**config.mk**
```make
export PLATFORM = sky130hd
export DESIGN_NAME = lcdfb_front
export DESIGN_NICKNAME = d
export VERILOG_FILES = /design/src/rtl/lcdfb_pkg.sv /design/src/rtl/lcdfb_front.sv
export SDC_FILE = /design/constraint.sdc
export NUM_CORES = 1
export LEC_CHECK = 0
export ABC_AREA = 1
export BUFFER_PORTS_ARGS = -buffer_cell sky130_fd_sc_hd__clkbuf_2
export CAP_MARGIN = 20
export CORE_AREA = 5 5 42 44
export DETAILED_ROUTE_END_ITERATION = 16
export DIE_AREA = 0 0 47 49
export GPL_TIMING_DRIVEN = 1
export PLACE_DENSITY = 0.84
export SYNTH_ARGS = -nofsm -noshare
export SYNTH_HDL_FRONTEND = slang
export SYNTH_SLANG_ARGS = --single-unit
```
**constraint.sdc**
```tcl
create_clock -name vclk -period 1.6
set_input_delay 0.32 -clock vclk [all_inputs]
set_output_delay 0.32 -clock vclk [all_outputs]
set_load 0.05 [all_outputs]
```
**src/rtl/lcdfb_pkg.sv**
```systemverilog
package lcdfb_pkg;

  typedef enum logic [1:0] {
    OP_PIXEL   = 2'd0,
    OP_FILL    = 2'd1,
    OP_INIT    = 2'd2,
    OP_REFRESH = 2'd3
  } op_t;

  typedef enum logic [1:0] {
    REG_DISPLAY_ON = 2'd0,
    REG_SET_COLUMN = 2'd1,
    REG_SET_PAGE   = 2'd2,
    REG_START_LINE = 2'd3
  } reg_idx_t;

  localparam logic [1:0] CS_LEFT  = 2'd1;
  localparam logic [1:0] CS_RIGHT = 2'd2;
  localparam logic [1:0] CS_BOTH  = 2'd3;

  localparam logic [7:0] RST_DISPLAY_ON = 8'd63;
  localparam logic [7:0] RST_SET_COLUMN = 8'd64;
  localparam logic [7:0] RST_SET_PAGE   = 8'd184;
  localparam logic [7:0] RST_START_LINE = 8'd192;

  localparam int QUEUE_DEPTH = 2;

  typedef struct packed {
    logic [7:0] display_on;
    logic [7:0] set_column;
    logic [7:0] set_page;
    logic [7:0] start_line;
  } cfg_t;

  typedef struct packed {
    op_t        op;
    logic       pixel_on;
    logic [2:0] bit_sel;
    logic [7:0] fill_byte;
  } cmd_t;

  typedef struct packed {
    logic       is_data;
    logic [1:0] chip_select;
    logic [7:0] bus_byte;
    logic       last_of_run;
    logic       frame_done;
  } res_t;

endpackage

```
**src/rtl/lcdfb_front.sv**
```systemverilog
module lcdfb_front #(
  parameter int PAGES      = 8,
  parameter int HALF_WIDTH = 64,
  parameter int AW         = 10
) (
  input  logic               in_valid,
  output logic               in_ready,
  input  logic [1:0]         in_kind,
  input  logic               in_pixel_on,
  input  logic signed [15:0] in_x_coord,
  input  logic signed [15:0] in_y_coord,
  input  logic [7:0]         in_fill_byte,
  input  logic               clearing,
  input  logic               q_full,
  output logic               q_push,
  output lcdfb_pkg::cmd_t    q_cmd,
  output logic [AW-1:0]      q_addr
);

  localparam int PW = (PAGES > 1) ? $clog2(PAGES) : 1;
  localparam int CW = (HALF_WIDTH > 1) ? $clog2(HALF_WIDTH) : 1;

  logic [15:0]   x_u, y_u, x_off;
  logic          x_ok, y_ok, half;
  logic [CW-1:0] col;
  logic [PW-1:0] page;

  assign x_u   = $unsigned(in_x_coord);
  assign y_u   = $unsigned(in_y_coord);
  assign x_ok  = !x_u[15] && (x_u < 16'(2 * HALF_WIDTH));
  assign y_ok  = !y_u[15] && (y_u < 16'(PAGES * 8));
  assign half  = (x_u >= 16'(HALF_WIDTH));
  assign x_off = x_u - 16'(HALF_WIDTH);
  assign col   = half ? x_off[CW-1:0] : x_u[CW-1:0];
  assign page  = y_u[3 +: PW];

  assign in_ready = !q_full && !clearing;

  always_comb begin
    q_cmd.op        = lcdfb_pkg::op_t'(in_kind);
    q_cmd.pixel_on  = in_pixel_on;
    q_cmd.bit_sel   = y_u[2:0];
    q_cmd.fill_byte = in_fill_byte;
    q_addr          = {half, page, col};
    q_push          = in_valid && in_ready &&
                      ((q_cmd.op != lcdfb_pkg::OP_PIXEL) || (x_ok && y_ok));
  end

endmodule

```
# After elaboration in Yosys (flattened, before gate mapping)
# Cells that the tools add are included.
[word_totals]
ff_bits = 0
elab_cells = 17
input_bits = 46
out_inout_bits = 26
[op_classes]
reduce_logical = 12
add_sub_neg = 1
n_mux = 1
order_cmp = 3
[ops]
columns = ["cell", "n"]
rows = [
  ["16-bit by 7-bit >= comparator with 1-bit output, second input constant", 1],
  ["16-bit by 7-bit < comparator with 1-bit output, second input constant", 1],
  ["16-bit by 8-bit < comparator with 1-bit output, second input constant", 1],
  ["1-bit logical AND", 6],
  ["6-bit two-way mux", 1],
  ["6-bit by 1-bit subtractor with 6-bit output, second input constant", 1],
  ["1-bit logical NOT", 4],
  ["2-bit nonzero test", 1],
  ["1-bit logical OR", 1],
]

# Longest topological paths before layout
[logic_depth]
depth_word = 5
ltp_mapped = 5
depth_no_buf = 5

# Worst setup path before layout
# OpenSTA, ideal clock, no wires.
[synth_timing]
path_type = "input -> output"
start = "input port q_full"
end = "output port q_push"
t_required_ns = 1.280
setup_slack_ns = -0.356
stages = 3
path_buffers = 0
arrival_time_ns = 1.636
cell_sequence = "nor2_1 -> nand2_1 -> a21oi_2"
[synth_between]
elab_chain_len = 4
[synth_lines]
columns = ["element", "line_no", "rtl"]
rows = [
  ["from (decl)", "lcdfb_front.sv:14", "input logic q_full,"],
  ["1-bit logical NOT", "lcdfb_front.sv:37", "assign in_ready = !q_full && !clearing;"],
  ["1-bit logical AND", "lcdfb_front.sv:37", ""],
  ["1-bit logical AND (2 in a row)", "lcdfb_front.sv:45", "q_push = in_valid && in_ready &&"],
  ["to (decl)", "lcdfb_front.sv:15", "output logic q_push,"],
]
# Every way passes these cells.

# Worst setup path after layout
[layout_timing]
start = "input port in_x_coord[12]"
end = "output port q_push"
[layout_between]
elab_chain_len = 5
[layout_lines]
columns = ["element", "line_no", "rtl"]
rows = [
  ["from (decl)", "lcdfb_front.sv:10", "input logic signed [15:0] in_x_coord,"],
  ["16-bit by 8-bit < comparator with 1-bit output", "lcdfb_front.sv:30", "assign x_ok = !x_u[15] && (x_u < 16'(2 * HALF_WIDTH));"],
  ["1-bit logical AND", "lcdfb_front.sv:30", ""],
  ["1-bit logical AND", "lcdfb_front.sv:46", "((q_cmd.op != lcdfb_pkg::OP_PIXEL) || (x_ok && y_ok));"],
  ["1-bit logical OR", "lcdfb_front.sv:46", ""],
  ["1-bit logical AND", "lcdfb_front.sv:45", ""],
]
# Every way passes these cells.

==> impl_metrics.env <==
export IMPL_yosysUniqueCellTypes=8
export IMPL_crit_path_end_kind="output port"
export IMPL_final_area_um2=289
export IMPL_regArea_um2=0
export IMPL_dp_cells=69
export IMPL_numPortBuffers=30
export IMPL_layout_setup_ws_ns=0.119
export IMPL_drc_errors=0
export IMPL_via_count=262
export IMPL_power_frac_clock_pct=0
export IMPL_final_min_clock_period_ns=1.48
export IMPL_maxSlewHeadroom_pct=81.4
export IMPL_grt_util_all_layers_pct=4.63
export IMPL_drt_iter0_drc=0
export IMPL_finalCritPeriodShare_pct=92.5
export IMPL_crit_arrival_ns=1.16
export IMPL_syn_inst=47
export IMPL_hpwl_um=636
export IMPL_hold_path_startpoint="in_x_coord[2]"
export IMPL_drive_gt1_share_pct=64.2
export IMPL_critical_path_top_delay_family="simple AND/OR/NAND/NOR gates"
export IMPL_area_delta_synth_final_pct=2.67
export IMPL_placed_area_um2=287
export IMPL_dr_pass1_iters=1
export IMPL_p_comb_share_pct=100.0
export IMPL_swShare_pct=53.7
export IMPL_layoutNonFillerInstCount=69
export IMPL_p_total_mw=0.0666
export IMPL_slew_violations=0
export IMPL_ir_drop_mv=0.0393
export IMPL_power_density_nw_per_um2=230
export IMPL_tightest_slew_ns=0.281
export IMPL_synth_seq_area_share_pct=0
export IMPL_die_area_um2=2300
export IMPL_io_pins=72
export IMPL_final_nets=101
export IMPL_hold_viol_final=0
export IMPL_vias_per_cell=3.80
export IMPL_grt_pass1_wl_um=876
export IMPL_grt_pass1_vias=210
export IMPL_p_int_mw=0.0308
export IMPL_antenna_found_initial=0
export IMPL_wl_per_cell_um=9.33
export IMPL_whs_path_depth=0
export IMPL_drtAntennaViolNets=0
export IMPL_switchingPower_mw=0.0358
export IMPL_die_y_um=49
export IMPL_whs_ns=0.640
export IMPL_initial_core_util_pct=20.1
export IMPL_die_w_um=47
export IMPL_final_util_pct=20.6
export IMPL_nFlopsAndLatches=0
export IMPL_hp_class="input port to output port"
export IMPL_p_leak_nw=0.166
export IMPL_final_setup_tns_ns=0
export IMPL_gp_congestion=0.562
export IMPL_critPathBufInv=2
export IMPL_rows=14
export IMPL_slowest_stage="clkbuf_4"
export IMPL_synth_warnings=0
export IMPL_setup_viol=0
export IMPL_grt_setup_unrepaired="no"
export IMPL_synth_nets=93
export IMPL_avgSynthCellArea_um2=5.99
export IMPL_nFillCells=168
export IMPL_synth_area_um2=282
export IMPL_grt_max_degree=3
export IMPL_finalWirelength_um=644
export IMPL_min_to="q_addr[2]"
export IMPL_grt_overflow_total=0
export IMPL_cts_hold_buf=0
export IMPL_cp_start_kind="input port"
export IMPL_worstSetupPathType="input port to output port"
export IMPL_pwr_share_seq_pct=0
export IMPL_fp_coreArea_um2=1400
export IMPL_crit_path_max_fanout=2
export IMPL_required_ns=1.28
export IMPL_critPathMaxStageDelay_ns=0.23
export IMPL_antenna_cells=0
export IMPL_fmax_mhz=675
export IMPL_maxCapViolations=0
export IMPL_n_clock_buffer=0
export IMPL_dp_slack_ns=0.0506
export IMPL_cp_cell_sequence="clkbuf_2, nor2_1, nand3_1, nor2_2, nand3_2, a21oi_4, clkbuf_4"
export IMPL_outcome="completed"
## synthesized netlist by cell type, drive strengths merged
cell,n,area share (%)
buf,24,64
nor2,13,18
nand2,5,6.7
inv,2,2.7
nand3,2,5.3
a21oi,1,3.1
## final cells by class
type / count / area [um^2] / share of cell area [%]
multi-input combinational: 21 / 109 / 37.7
tap: 16 / 20.0 / 6.93
inverter: 2 / 7.51 / 2.60
timing repair buffer: 30 / 153 / 52.8
## routing by layer
| layer | global-route usage (%) | up-vias | share of wire, % |
|---|---|---|---|
| li1 | - | 131 | - |
| met1 | 3.04 | 100 | 25 |
| met2 | 9.28 | 25 | 48 |
| met3 | 2.21 | 6 | 25 |
| met4 | 2.30 | 0 | 2.5 |
| met5 | 0 | - | 0 |
## kinds of logic after synthesis
logic type	Yosys count	share of synthesized area [%]
AND/OR/NAND/NOR	20	30.2
AO/OA/AOI/OAI	1	3.11
buffers and inverters	26	66.7
## how the worst max path moves through the flow
stage                   startpoint      to  slack, ns  cells after the start
floorplan                   q_full  q_push       0.20                      3
global placement    in_x_coord[11]  q_push       0.08                      7
detailed placement  in_x_coord[12]  q_push       0.05                      7
CTS                 in_x_coord[12]  q_push       0.05                      7
global route        in_y_coord[15]  q_push       0.02                      7
finish              in_x_coord[12]  q_push       0.12                      7
## power by group through the flow
| stage | combinational, mW | clock, mW | sequential, mW |
|---|---|---|---|
| final | 0.0666 | 0 | 0 |
| after global routing | 0.0718 | 0 | 0 |
| after CTS | 0.0671 | 0 | 0 |
| after detailed placement | 0.0669 | 0 | 0 |
| after global placement | 0.0658 | 0 | 0 |
| after floorplan | 0.176 | 0 | 0 |
## timing repair
action,in CTS,in global routing
hold endpoints to repair,0,0
buffers inserted,0,0
gates resized for setup,0,2
setup endpoints to repair,0,1
## layout by cell type, fill, tap and decap left out
cell type,count
nor2_4,1
nor2_1,11
clkbuf_4,1
nor2_2,1
a21oi_4,1
nand2_1,5
clkbuf_2,29
nand3_1,1
inv_1,2
nand3_2,1
No activity file was read; power rests on OpenSTA's default activity.
