**src/rtl/lcdfb_queue.sv**
```systemverilog
module lcdfb_queue #(
  parameter int WIDTH = 8,
  parameter int DEPTH = 2
) (
  input  logic             clk,
  input  logic             rst_n,
  input  logic             push,
  input  logic [WIDTH-1:0] push_data,
  output logic             full,
  input  logic             pop,
  output logic [WIDTH-1:0] pop_data,
  output logic             empty
);

  localparam int PTR_W = (DEPTH > 1) ? $clog2(DEPTH) : 1;
  localparam int CNT_W = $clog2(DEPTH + 1);

  logic [WIDTH-1:0] mem [DEPTH];
  logic [PTR_W-1:0] wr_ptr_r, wr_ptr_nxt;
  logic [PTR_W-1:0] rd_ptr_r, rd_ptr_nxt;
  logic [CNT_W-1:0] count_r, count_nxt;

  assign full     = (count_r == CNT_W'(DEPTH));
  assign empty    = (count_r == '0);
  assign pop_data = mem[rd_ptr_r];

  always_comb begin
    wr_ptr_nxt = wr_ptr_r;
    rd_ptr_nxt = rd_ptr_r;
    count_nxt  = count_r;
    if (push) begin
      wr_ptr_nxt = (wr_ptr_r == PTR_W'(DEPTH - 1)) ? '0 : wr_ptr_r + 1'b1;
    end
    if (pop) begin
      rd_ptr_nxt = (rd_ptr_r == PTR_W'(DEPTH - 1)) ? '0 : rd_ptr_r + 1'b1;
    end
    if (push && !pop) begin
      count_nxt = count_r + 1'b1;
    end else if (pop && !push) begin
      count_nxt = count_r - 1'b1;
    end
  end

  always_ff @(posedge clk) begin
    if (!rst_n) begin
      wr_ptr_r <= '0;
      rd_ptr_r <= '0;
      count_r  <= '0;
    end else begin
      wr_ptr_r <= wr_ptr_nxt;
      rd_ptr_r <= rd_ptr_nxt;
      count_r  <= count_nxt;
    end
  end

  always_ff @(posedge clk) begin
    if (push) begin
      mem[wr_ptr_r] <= push_data;
    end
  end

endmodule

```
**config.mk**
```make
export PLATFORM = sky130hd
export DESIGN_NAME = lcdfb_queue
export DESIGN_NICKNAME = d
export VERILOG_FILES = /design/src/rtl/lcdfb_queue.sv
export SDC_FILE = /design/constraint.sdc
export NUM_CORES = 1
export LEC_CHECK = 0
export ABC_AREA = 1
export ABC_CLOCK_PERIOD_IN_PS = 1700
export BUFFER_PORTS_ARGS = -buffer_cell sky130_fd_sc_hd__buf_2
export CAP_MARGIN = 20
export CORE_UTILIZATION = 40
export CTS_BUF_LIST = sky130_fd_sc_hd__clkbuf_8 sky130_fd_sc_hd__clkbuf_16
export CTS_CLUSTER_SIZE = 10
export DETAILED_ROUTE_END_ITERATION = 10
export SYNTH_ARGS = -nofsm -noshare
export SYNTH_HDL_FRONTEND = slang
export SYNTH_SLANG_ARGS = --single-unit
```
**constraint.sdc**
```tcl
create_clock -name clk -period 1.7 [get_ports clk]
set_input_delay 0.085 -clock clk [delete_from_list [all_inputs] [get_ports clk]]
set_output_delay 0.085 -clock clk [all_outputs]
set_load 0.01 [all_outputs]
```
=== After elaboration in Yosys (flattened, before gate mapping) ===
Memory sizes are Yosys's and may differ from the RTL's. A register that Yosys moved wholly into a read port is not among the register bits.
Index checks and enable logic that the tools add are counted.

* Logic and storage cells: 23
* Memories kept: 1
* Bits of input ports: 12
* Output and inout port bits: 10
* Register bits: 4
* Bits in writable memories: 16

{| class="wikitable"
|+ Memory list
! name !! depth !! width !! rd ports !! clocked after memory_dff !! wr ports !! line !! text
|-
| mem || 2 || 8 || 1 || 1 || 1 || 18 || <nowiki>logic [WIDTH-1:0] mem [DEPTH];</nowiki>
|}

* Muxes and demuxes: 8
* $add $sub $neg: 4
* Equal/unequal tests: 1
* Reductions and logical operators: 6

{| class="wikitable"
|+ Operator list
! cell !! number
|-
| $mux 1 || 6
|-
| $mux 2 || 2
|-
| $add 1x1->1 const B || 2
|-
| $add 2x1->2 const B || 1
|-
| $eq 2x2->1 const B || 1
|-
| $logic_and 1x1->1 || 2
|-
| $logic_not 1->1 || 2
|-
| $logic_not 2->1 || 1
|-
| $reduce_bool 2->1 || 1
|-
| $sub 2x1->2 const B || 1
|}

=== Depth between registers and ports, before layout ===
Gate-level depths: netlist of the first run.

* Depth in word-level cells: 4
* Mapped depth: 8
* Depth with buffers taken out: 8

=== Worst setup path before layout of the first run ===
Ideal clock, no wire load.

* Path kind: register to register
* From: reg wr_ptr_r
* To: mem mem[0][0], enable pin
* Cell stages (with the launch flop): 2
* Buffers on the path: 0
* Arrival: 687 ps
* Data required time: 1,330 ps
* Period minus slack after synthesis: 1,058 ps
* Setup slack: 642 ps
* Setup time: 370 ps
* Cell sequence: dfxtp_1 > nor2_1

{| class="wikitable"
|+ RTL lines
! element !! line !! text
|-
| start: declaration || 19 || <nowiki>logic [PTR_W-1:0] wr_ptr_r, wr_ptr_nxt;</nowiki>
|-
| start signal: assignment || 50 || <nowiki>wr_ptr_r <= wr_ptr_nxt;</nowiki>
|-
| end: declaration || 18 ||
|}

No word-level cell before the write port.

==> results of run 1 <==
metal layers:
metal  routed length, um  track usage (%)
met1                 558             15.3
met2                 537             17.5
met3                  54             3.46
met4                   0             5.14
met5                   0                0
stage by stage:
stage                     instances  total power, mW  hold WS, ps  instance area (um^2)  setup WS, ps
after CTS                       108             1.06         13.8                   990           264
after detailed placement        104            0.747          276                   943           557
final                           108             1.04         18.0                   990           287
after global routing            108             1.09         8.28                   990           228
after global placement          104            0.744          272                   943           558
after floorplan                  58            0.693          184                   805           642
worst max-delay path: stages, from the launching register on:
cell	delay, ps
sky130_fd_sc_hd__dfxtp_1	550
sky130_fd_sc_hd__mux2_2	390
sky130_fd_sc_hd__buf_2	140
sequential cells by signal, summed over array words and instances (netlist names), named ones only:
signal    flops
mem          16
count_r       2
rd_ptr_r      1
wr_ptr_r      1
logic make-up (layout without fill, tap and decap cells):
group / Yosys count / after routing / share of synthesized area [%]
AO/OA/AOI/OAI: 2 / 2 / 1.24
multiplexers: 8 / 8 / 11.2
buffers and inverters: 10 / 35 / 4.82
XOR/XNOR: 1 / 1 / 1.09
AND/OR/NAND/NOR: 15 / 15 / 7.93
flip-flops: 21 / 21 / 72.2
adder cells (fa/ha/maj): 1 / 1 / 1.55
final cells by class:
| class | instances | area, um^2 |
|---|---|---|
| fill | 173 | 812 |
| sequential | 21 | 581 |
| multi-input combinational | 27 | 185 |
| timing repair buffer | 22 | 113 |
| clock buffer | 3 | 41.3 |
| inverter | 9 | 33.8 |
| tap | 25 | 31.3 |
| clock inverter | 1 | 5.00 |
where the power goes:
part | leakage [nW] | internal (mW) | switching [mW] | total (mW)
clock | 0.0255 | 0.163 | 0.147 | 0.310
combinational | 0.206 | 0.0637 | 0.0633 | 0.127
sequential | 0.192 | 0.587 | 0.0204 | 0.607
total | 0.423 | 0.813 | 0.231 | 1.04
Yosys cell counts (all sizes together):
cell | count | area [um^2]
nor2 | 7 | 26.3
mux2 | 8 | 90.1
nor3 | 1 | 5.00
xnor2 | 1 | 8.76
nand4 | 1 | 6.26
dfxtp | 5 | 100
inv | 9 | 33.8
nand3 | 1 | 5.00
a21oi | 1 | 5.00
buf | 1 | 5.00
ha | 1 | 12.5
o21ai | 1 | 5.00
nand2 | 5 | 21.3
edfxtp | 16 | 480
worst paths after layout:
check / startpoint / endpoint / slack [ps]
worst max register to register: wr_ptr_r / mem[1][6] / 710
worst min-delay path: push_data[4] / mem[0][4] / 20
worst min register to register: rd_ptr_r / register / 520
worst max-delay path: register / pop_data[5] / 290
==> reports/qor.json, run 1 <==
{
  "design.die.area": {"value": 2190, "unit": "um^2"},
  "worst-endpoint-arrival": {"value": 1330, "unit": "ps"},
  "grt_max_degree": {"value": 13},
  "detailroute.via_count": {"value": 478},
  "critPathRequiredTime": {"value": 1620, "unit": "ps"},
  "drt_pre_antenna_iters": {"value": 2},
  "synthDistinctLibCells": {"value": 16},
  "final_nets": {"value": 97},
  "worst_slew_margin_rel": {"value": 74.7, "unit": "%"},
  "timing.critical_path.fanout_max": {"value": 8},
  "antenna_found_initial": {"value": 0},
  "syn_area": {"value": 805, "unit": "um^2"},
  "max_clock_freq": {"value": 0.708, "unit": "GHz"},
  "grt.total_usage": {"value": 11.5, "unit": "%"},
  "post-cts-setup-buffers": {"value": 0},
  "chipHeight": {"value": 46.8, "unit": "um"},
  "worst-r2r-cell-count": {"value": 2},
  "worst_slew_pin_slew": {"value": 380, "unit": "ps"},
  "number_of_antenna_violating_nets_in_the_routed_design": {"value": 0},
  "die_x": {"value": 46.8, "unit": "um"},
  "timing.final.setup_violations": {"value": 0},
  "post-route-drc-count": {"value": 0},
  "synth.ff_latch_count": {"value": 21},
  "path_class": {"value": "register to primary output"},
  "cts_buffers": {"value": 3},
  "clkSlewWorstSetupHoldPaths": {"value": 70, "unit": "ps"},
  "detail_route.iter0.violations": {"value": 2},
  "cts_tree": {"value": "yes"},
  "maxcap_viol_count": {"value": 0},
  "cts-htree-levels": {"value": 1},
  "first_global_vias": {"value": 383},
  "clock_tree_skew_after_final_layout": {"value": 1.13, "unit": "ps"},
  "antenna_cells_inserted": {"value": 0},
  "gp_routability_congestion": {"value": 0.642},
  "hpwlAfterDp": {"value": 817, "unit": "um"},
  "tns": {"value": 0, "unit": "ps"},
  "postCtsHoldBufs": {"value": 0},
  "crit_share_post_route": {"value": 83.1, "unit": "%"},
  "io-pin-count": {"value": 22},
  "timing.hold.worst_path_depth": {"value": 1},
  "mostFrequentLayoutCells": {"value": "sky130_fd_sc_hd__buf_2, sky130_fd_sc_hd__edfxtp_1, sky130_fd_sc_hd__inv_1, sky130_fd_sc_hd__mux2_2, sky130_fd_sc_hd__nor2_1"},
  "via_per_inst": {"value": 4.43},
  "detail_route.wl_per_cell": {"value": 10.6, "unit": "um"},
  "floorplan.initialDensity": {"value": 44.7, "unit": "%"},
  "yosysSeqAreaShare": {"value": 72.2, "unit": "%"},
  "status": {"value": "completed"},
  "cts_resized": {"value": 0},
  "cts_buffer_depth": {"value": 2},
  "final_period_minus_worst_setup_slack": {"value": 1410, "unit": "ps"},
  "route.final.wire_length": {"value": 1.15, "unit": "mm"},
  "placeableCoreArea": {"value": 1800, "unit": "um^2"},
  "postSynthCellCount": {"value": 58},
  "numClockSinks": {"value": 21},
  "buffer_ports.inserted": {"value": 21},
  "finalHoldViolCount": {"value": 0},
  "setup_repair_after_global_routing_missed_its_margin": {"value": "false"},
  "endpoint_kind": {"value": "primary output"},
  "hp-class": {"value": "primary input to register"},
  "core.rowCount": {"value": 15},
  "finalMaxSlewViolations": {"value": 0},
  "layout-area-overhead-vs-synth": {"value": 23.0, "unit": "%"},
  "finish.utilization": {"value": 54.9, "unit": "%"},
  "ctsRootBufferMaster": {"value": "sky130_fd_sc_hd__clkbuf_8"},
  "power.density": {"value": 1060, "unit": "nW/um^2"},
  "clock_insertion_delay_worst_skew": {"value": 250, "unit": "ps"},
  "final_common_cell": {"value": "sky130_fd_sc_hd__buf_2"},
  "final_layout_size_suffix_gt1_share": {"value": 43.4, "unit": "%"},
  "postSynthNetCount": {"value": 71},
  "wire_length_of_the_first_global_routing_pass": {"value": 1.68, "unit": "mm"},
  "leakagePower": {"value": 0.423, "unit": "nW"},
  "ir_worst_vdd": {"value": 0.545, "unit": "mV"},
  "postSynthAreaPerCell": {"value": 13.9, "unit": "um^2"},
  "grt_overflow": {"value": 0},
  "worstSetupStartpointType": {"value": "register"},
  "synth.yosys.warnings": {"value": 0}
}
(Power assumes the default switching activity.)
==> inputs of run 2 (changes only) <==
--- a/config.mk
+++ b/config.mk
@@ -5,8 +5,8 @@
 export SDC_FILE = /design/constraint.sdc
 export NUM_CORES = 1
 export LEC_CHECK = 0
-export ABC_AREA = 1
-export ABC_CLOCK_PERIOD_IN_PS = 1700
+export ABC_AREA = 0
+export ABC_CLOCK_PERIOD_IN_PS = 1400
 export BUFFER_PORTS_ARGS = -buffer_cell sky130_fd_sc_hd__buf_2
 export CAP_MARGIN = 20
 export CORE_UTILIZATION = 40
==> constraint.sdc (replaced) <==
create_clock -name clk -period 1.4 [get_ports clk]
set_input_delay 0.07 -clock clk [delete_from_list [all_inputs] [get_ports clk]]
set_output_delay 0.07 -clock clk [all_outputs]
set_load 0.01 [all_outputs]
==> reports/qor.json, run 2 <==
{
  "status": {"value": "completed"},
  "worst_slew_pin_slew": {"value": 379, "unit": "ps"},
  "crit_share_post_route": {"value": 90.1, "unit": "%"},
  "worst_slew_margin_rel": {"value": 74.7, "unit": "%"},
  "seqCellArea": {"value": 582, "unit": "um^2"},
  "flip_flop_count_of_the_largest_register_after_layout": {"value": 16},
  "antenna_cells_inserted": {"value": 0},
  "async_flop_share": {"value": 0, "unit": "%"},
  "route.final.wire_length": {"value": 1.08, "unit": "mm"},
  "layout-area-overhead-vs-synth": {"value": 24.6, "unit": "%"},
  "fillers": {"value": 167},
  "power_switching_share": {"value": 20.7, "unit": "%"},
  "max_clock_freq": {"value": 0.793, "unit": "GHz"},
  "chipHeight": {"value": 46.6, "unit": "um"},
  "floorplan.initialDensity": {"value": 44.1, "unit": "%"},
  "postSynthNetCount": {"value": 60},
  "postSynthAreaPerCell": {"value": 16.9, "unit": "um^2"},
  "internal_power": {"value": 0.999, "unit": "mW"},
  "mostFrequentLayoutCells": {"value": "sky130_fd_sc_hd__buf_2, sky130_fd_sc_hd__edfxtp_1, sky130_fd_sc_hd__mux2_2"},
  "finalHoldViolCount": {"value": 0},
  "grt_overflow": {"value": 0},
  "final_common_cell": {"value": "sky130_fd_sc_hd__buf_2"},
  "final_period_minus_worst_setup_slack": {"value": 1260, "unit": "ps"},
  "tns": {"value": 0, "unit": "ps"},
  "ctsRootBufferMaster": {"value": "sky130_fd_sc_hd__clkbuf_8"},
  "grt.total_usage": {"value": 11.6, "unit": "%"},
  "synth.ff_latch_count": {"value": 21},
  "worst-endpoint-arrival": {"value": 1190, "unit": "ps"},
  "numClockSinks": {"value": 21},
  "via_per_inst": {"value": 4.49},
  "grt_max_degree": {"value": 12},
  "path_class": {"value": "register to primary output"},
  "cts_tree": {"value": "yes"},
  "postSynthCellCount": {"value": 47},
  "worstSetupStartpointType": {"value": "register"},
  "maxcap_viol_count": {"value": 0},
  "gp_routability_congestion": {"value": 0.625},
  "syn_area": {"value": 795, "unit": "um^2"},
  "final_layout_size_suffix_gt1_share": {"value": 47.9, "unit": "%"},
  "timing.critical_path.fanout_max": {"value": 8},
  "synth_commonest_cells": {"value": "sky130_fd_sc_hd__edfxtp_1, sky130_fd_sc_hd__mux2_2, sky130_fd_sc_hd__dfxtp_1"},
  "post-cts-setup-buffers": {"value": 0},
  "finish.utilization": {"value": 54.9, "unit": "%"},
  "leakagePower": {"value": 0.399, "unit": "nW"},
  "layout_top_registers": {"value": "mem: 16 flops, count_r: 2 flops"},
  "yosys-top-cells-area": {"value": "sky130_fd_sc_hd__edfxtp_1, sky130_fd_sc_hd__dfxtp_1, sky130_fd_sc_hd__mux2_2, sky130_fd_sc_hd__and2_1, sky130_fd_sc_hd__xor2_1"},
  "antenna_found_initial": {"value": 0},
  "clock_power_share": {"value": 28.6, "unit": "%"},
  "critPathRequiredTime": {"value": 1330, "unit": "ps"},
  "design.die.area": {"value": 2170, "unit": "um^2"},
  "endpoint_kind": {"value": "primary output"},
  "clock_insertion_delay_worst_skew": {"value": 250, "unit": "ps"},
  "synth_most_common_cell": {"value": "sky130_fd_sc_hd__edfxtp_1"},
  "clkSlewWorstSetupHoldPaths": {"value": 70, "unit": "ps"},
  "detail_route.iter0.violations": {"value": 6},
  "p_sw": {"value": 0.261, "unit": "mW"},
  "io-pin-count": {"value": 22},
  "synth_top_area_cell": {"value": "sky130_fd_sc_hd__edfxtp_1"},
  "wire_length_of_the_first_global_routing_pass": {"value": 1.70, "unit": "mm"},
  "synth.yosys.warnings": {"value": 0},
  "layoutNonFillerInstCount": {"value": 98},
  "worst-r2r-cell-count": {"value": 1},
  "gr-usage-met1": {"value": 12.5, "unit": "%"},
  "flip_flop_cell_with_the_highest_count_after_synthesis": {"value": "sky130_fd_sc_hd__edfxtp_1"},
  "detailroute.via_count": {"value": 440},
  "post-synth-top-area-fraction": {"value": 60.5, "unit": "%"},
  "die_x": {"value": 46.6, "unit": "um"},
  "global_route.usage.met3": {"value": 3.53, "unit": "%"},
  "post-route-drc-count": {"value": 0},
  "hp-class": {"value": "primary input to register"},
  "multi_input_area": {"value": 205, "unit": "um^2"},
  "synthDistinctLibCells": {"value": 16},
  "synth_enable_flop_cells": {"value": 16},
  "ir_worst_vdd": {"value": 0.620, "unit": "mV"},
  "clock_tree_skew_after_final_layout": {"value": 4.82, "unit": "ps"},
  "finalMaxSlewViolations": {"value": 0},
  "hpwlAfterDp": {"value": 782, "unit": "um"},
  "power.density": {"value": 1270, "unit": "nW/um^2"},
  "top_register": {"value": "mem"},
  "setup_repair_after_global_routing_missed_its_margin": {"value": "false"},
  "dp_cells": {"value": 93},
  "timing.hold.worst_path_depth": {"value": 1},
  "part_of_the_total_power_dissipated_in_combinational_logic": {"value": 12.7, "unit": "%"},
  "busiest_layer": {"value": "met2"},
  "core.rowCount": {"value": 15},
  "placeableCoreArea": {"value": 1800, "unit": "um^2"},
  "p_seq_share": {"value": 58.7, "unit": "%"},
  "buffer_ports.inserted": {"value": 21},
  "cts_buffers": {"value": 3},
  "drt_pre_antenna_iters": {"value": 2},
  "timing.final.setup_violations": {"value": 0},
  "detail_route.wl_per_cell": {"value": 11.0, "unit": "um"},
  "cts-htree-levels": {"value": 1},
  "yosysSeqAreaShare": {"value": 73.1, "unit": "%"},
  "final_nets": {"value": 87},
  "grt.met2_usage": {"value": 20.6, "unit": "%"},
  "cts_buffer_depth": {"value": 2},
  "first_global_vias": {"value": 429},
  "number_of_antenna_violating_nets_in_the_routed_design": {"value": 0}
}
run 2: cell families after synthesis:
| group | count (synthesis) | synth area share [%] |
|---|---|---|
| AND/OR/NAND/NOR | 9 | 7.09 |
| XOR/XNOR | 3 | 3.31 |
| multiplexers | 8 | 11.3 |
| AO/OA/AOI/OAI | 3 | 2.52 |
| flip-flops | 21 | 73.1 |
| adder cells (fa/ha/maj) | 1 | 1.57 |
| buffers and inverters | 2 | 1.10 |
run 2: layer usage:
| metal | up-vias | wire length (um) |
|---|---|---|
| met5 | - | 0 |
| met4 | 0 | 0 |
| met3 | 0 | 48 |
| met2 | 12 | 558 |
| met1 | 208 | 474 |
| li1 | 220 | - |
run 2: per-stage QoR:
step                setup slack [ps]  instance area [um^2]  power, mW  hold slack [ps]
global route                    88.3                   990       1.32             1.91
detailed placement               270                   933      0.913              261
global placement                 293                   933      0.909              259
CTS                              111                   990       1.28             3.16
floorplan                        296                   795      0.846              169
finish                           139                   990       1.26             11.2
run 2: critical path, stage by stage (launching register included):
cell                      delay, ps
sky130_fd_sc_hd__dfxtp_2        440
sky130_fd_sc_hd__mux2_2         370
sky130_fd_sc_hd__buf_2          140
run 2: worst paths after layout:
check                    start           to  slack (ps)
setup reg to reg      wr_ptr_r    mem[1][7]         350
hold reg to reg     count_r[1]   count_r[1]         500
hold / removal    push_data[1]    mem[0][1]          10
setup / recovery      register  pop_data[5]         140
run 2: what timing repair did:
item | in CTS | in global routing
setup endpoints to repair | 8 | 0
gates resized for setup | 1 | 0
hold buffers | 1 | 0
hold endpoints to repair | 2 | 0
run 2: power groups by stage:
stage                     registers (mW)  logic (mW)  clock network [mW]
after floorplan                    0.740       0.106                   0
after global placement             0.751       0.158                   0
after detailed placement           0.753       0.160                   0
after CTS                          0.740       0.164               0.373
after global routing               0.744       0.180               0.397
final                              0.739       0.160               0.360
run 2: cell type report:
| class | instances | share of cell area [%] |
|---|---|---|
| sequential | 21 | 58.8 |
| timing repair buffer | 23 | 12.4 |
| inverter | 1 | 0.379 |
| multi-input combinational | 24 | 20.7 |
| clock inverter | 1 | 0.379 |
| tap | 25 | 3.16 |
| clock buffer | 3 | 4.17 |
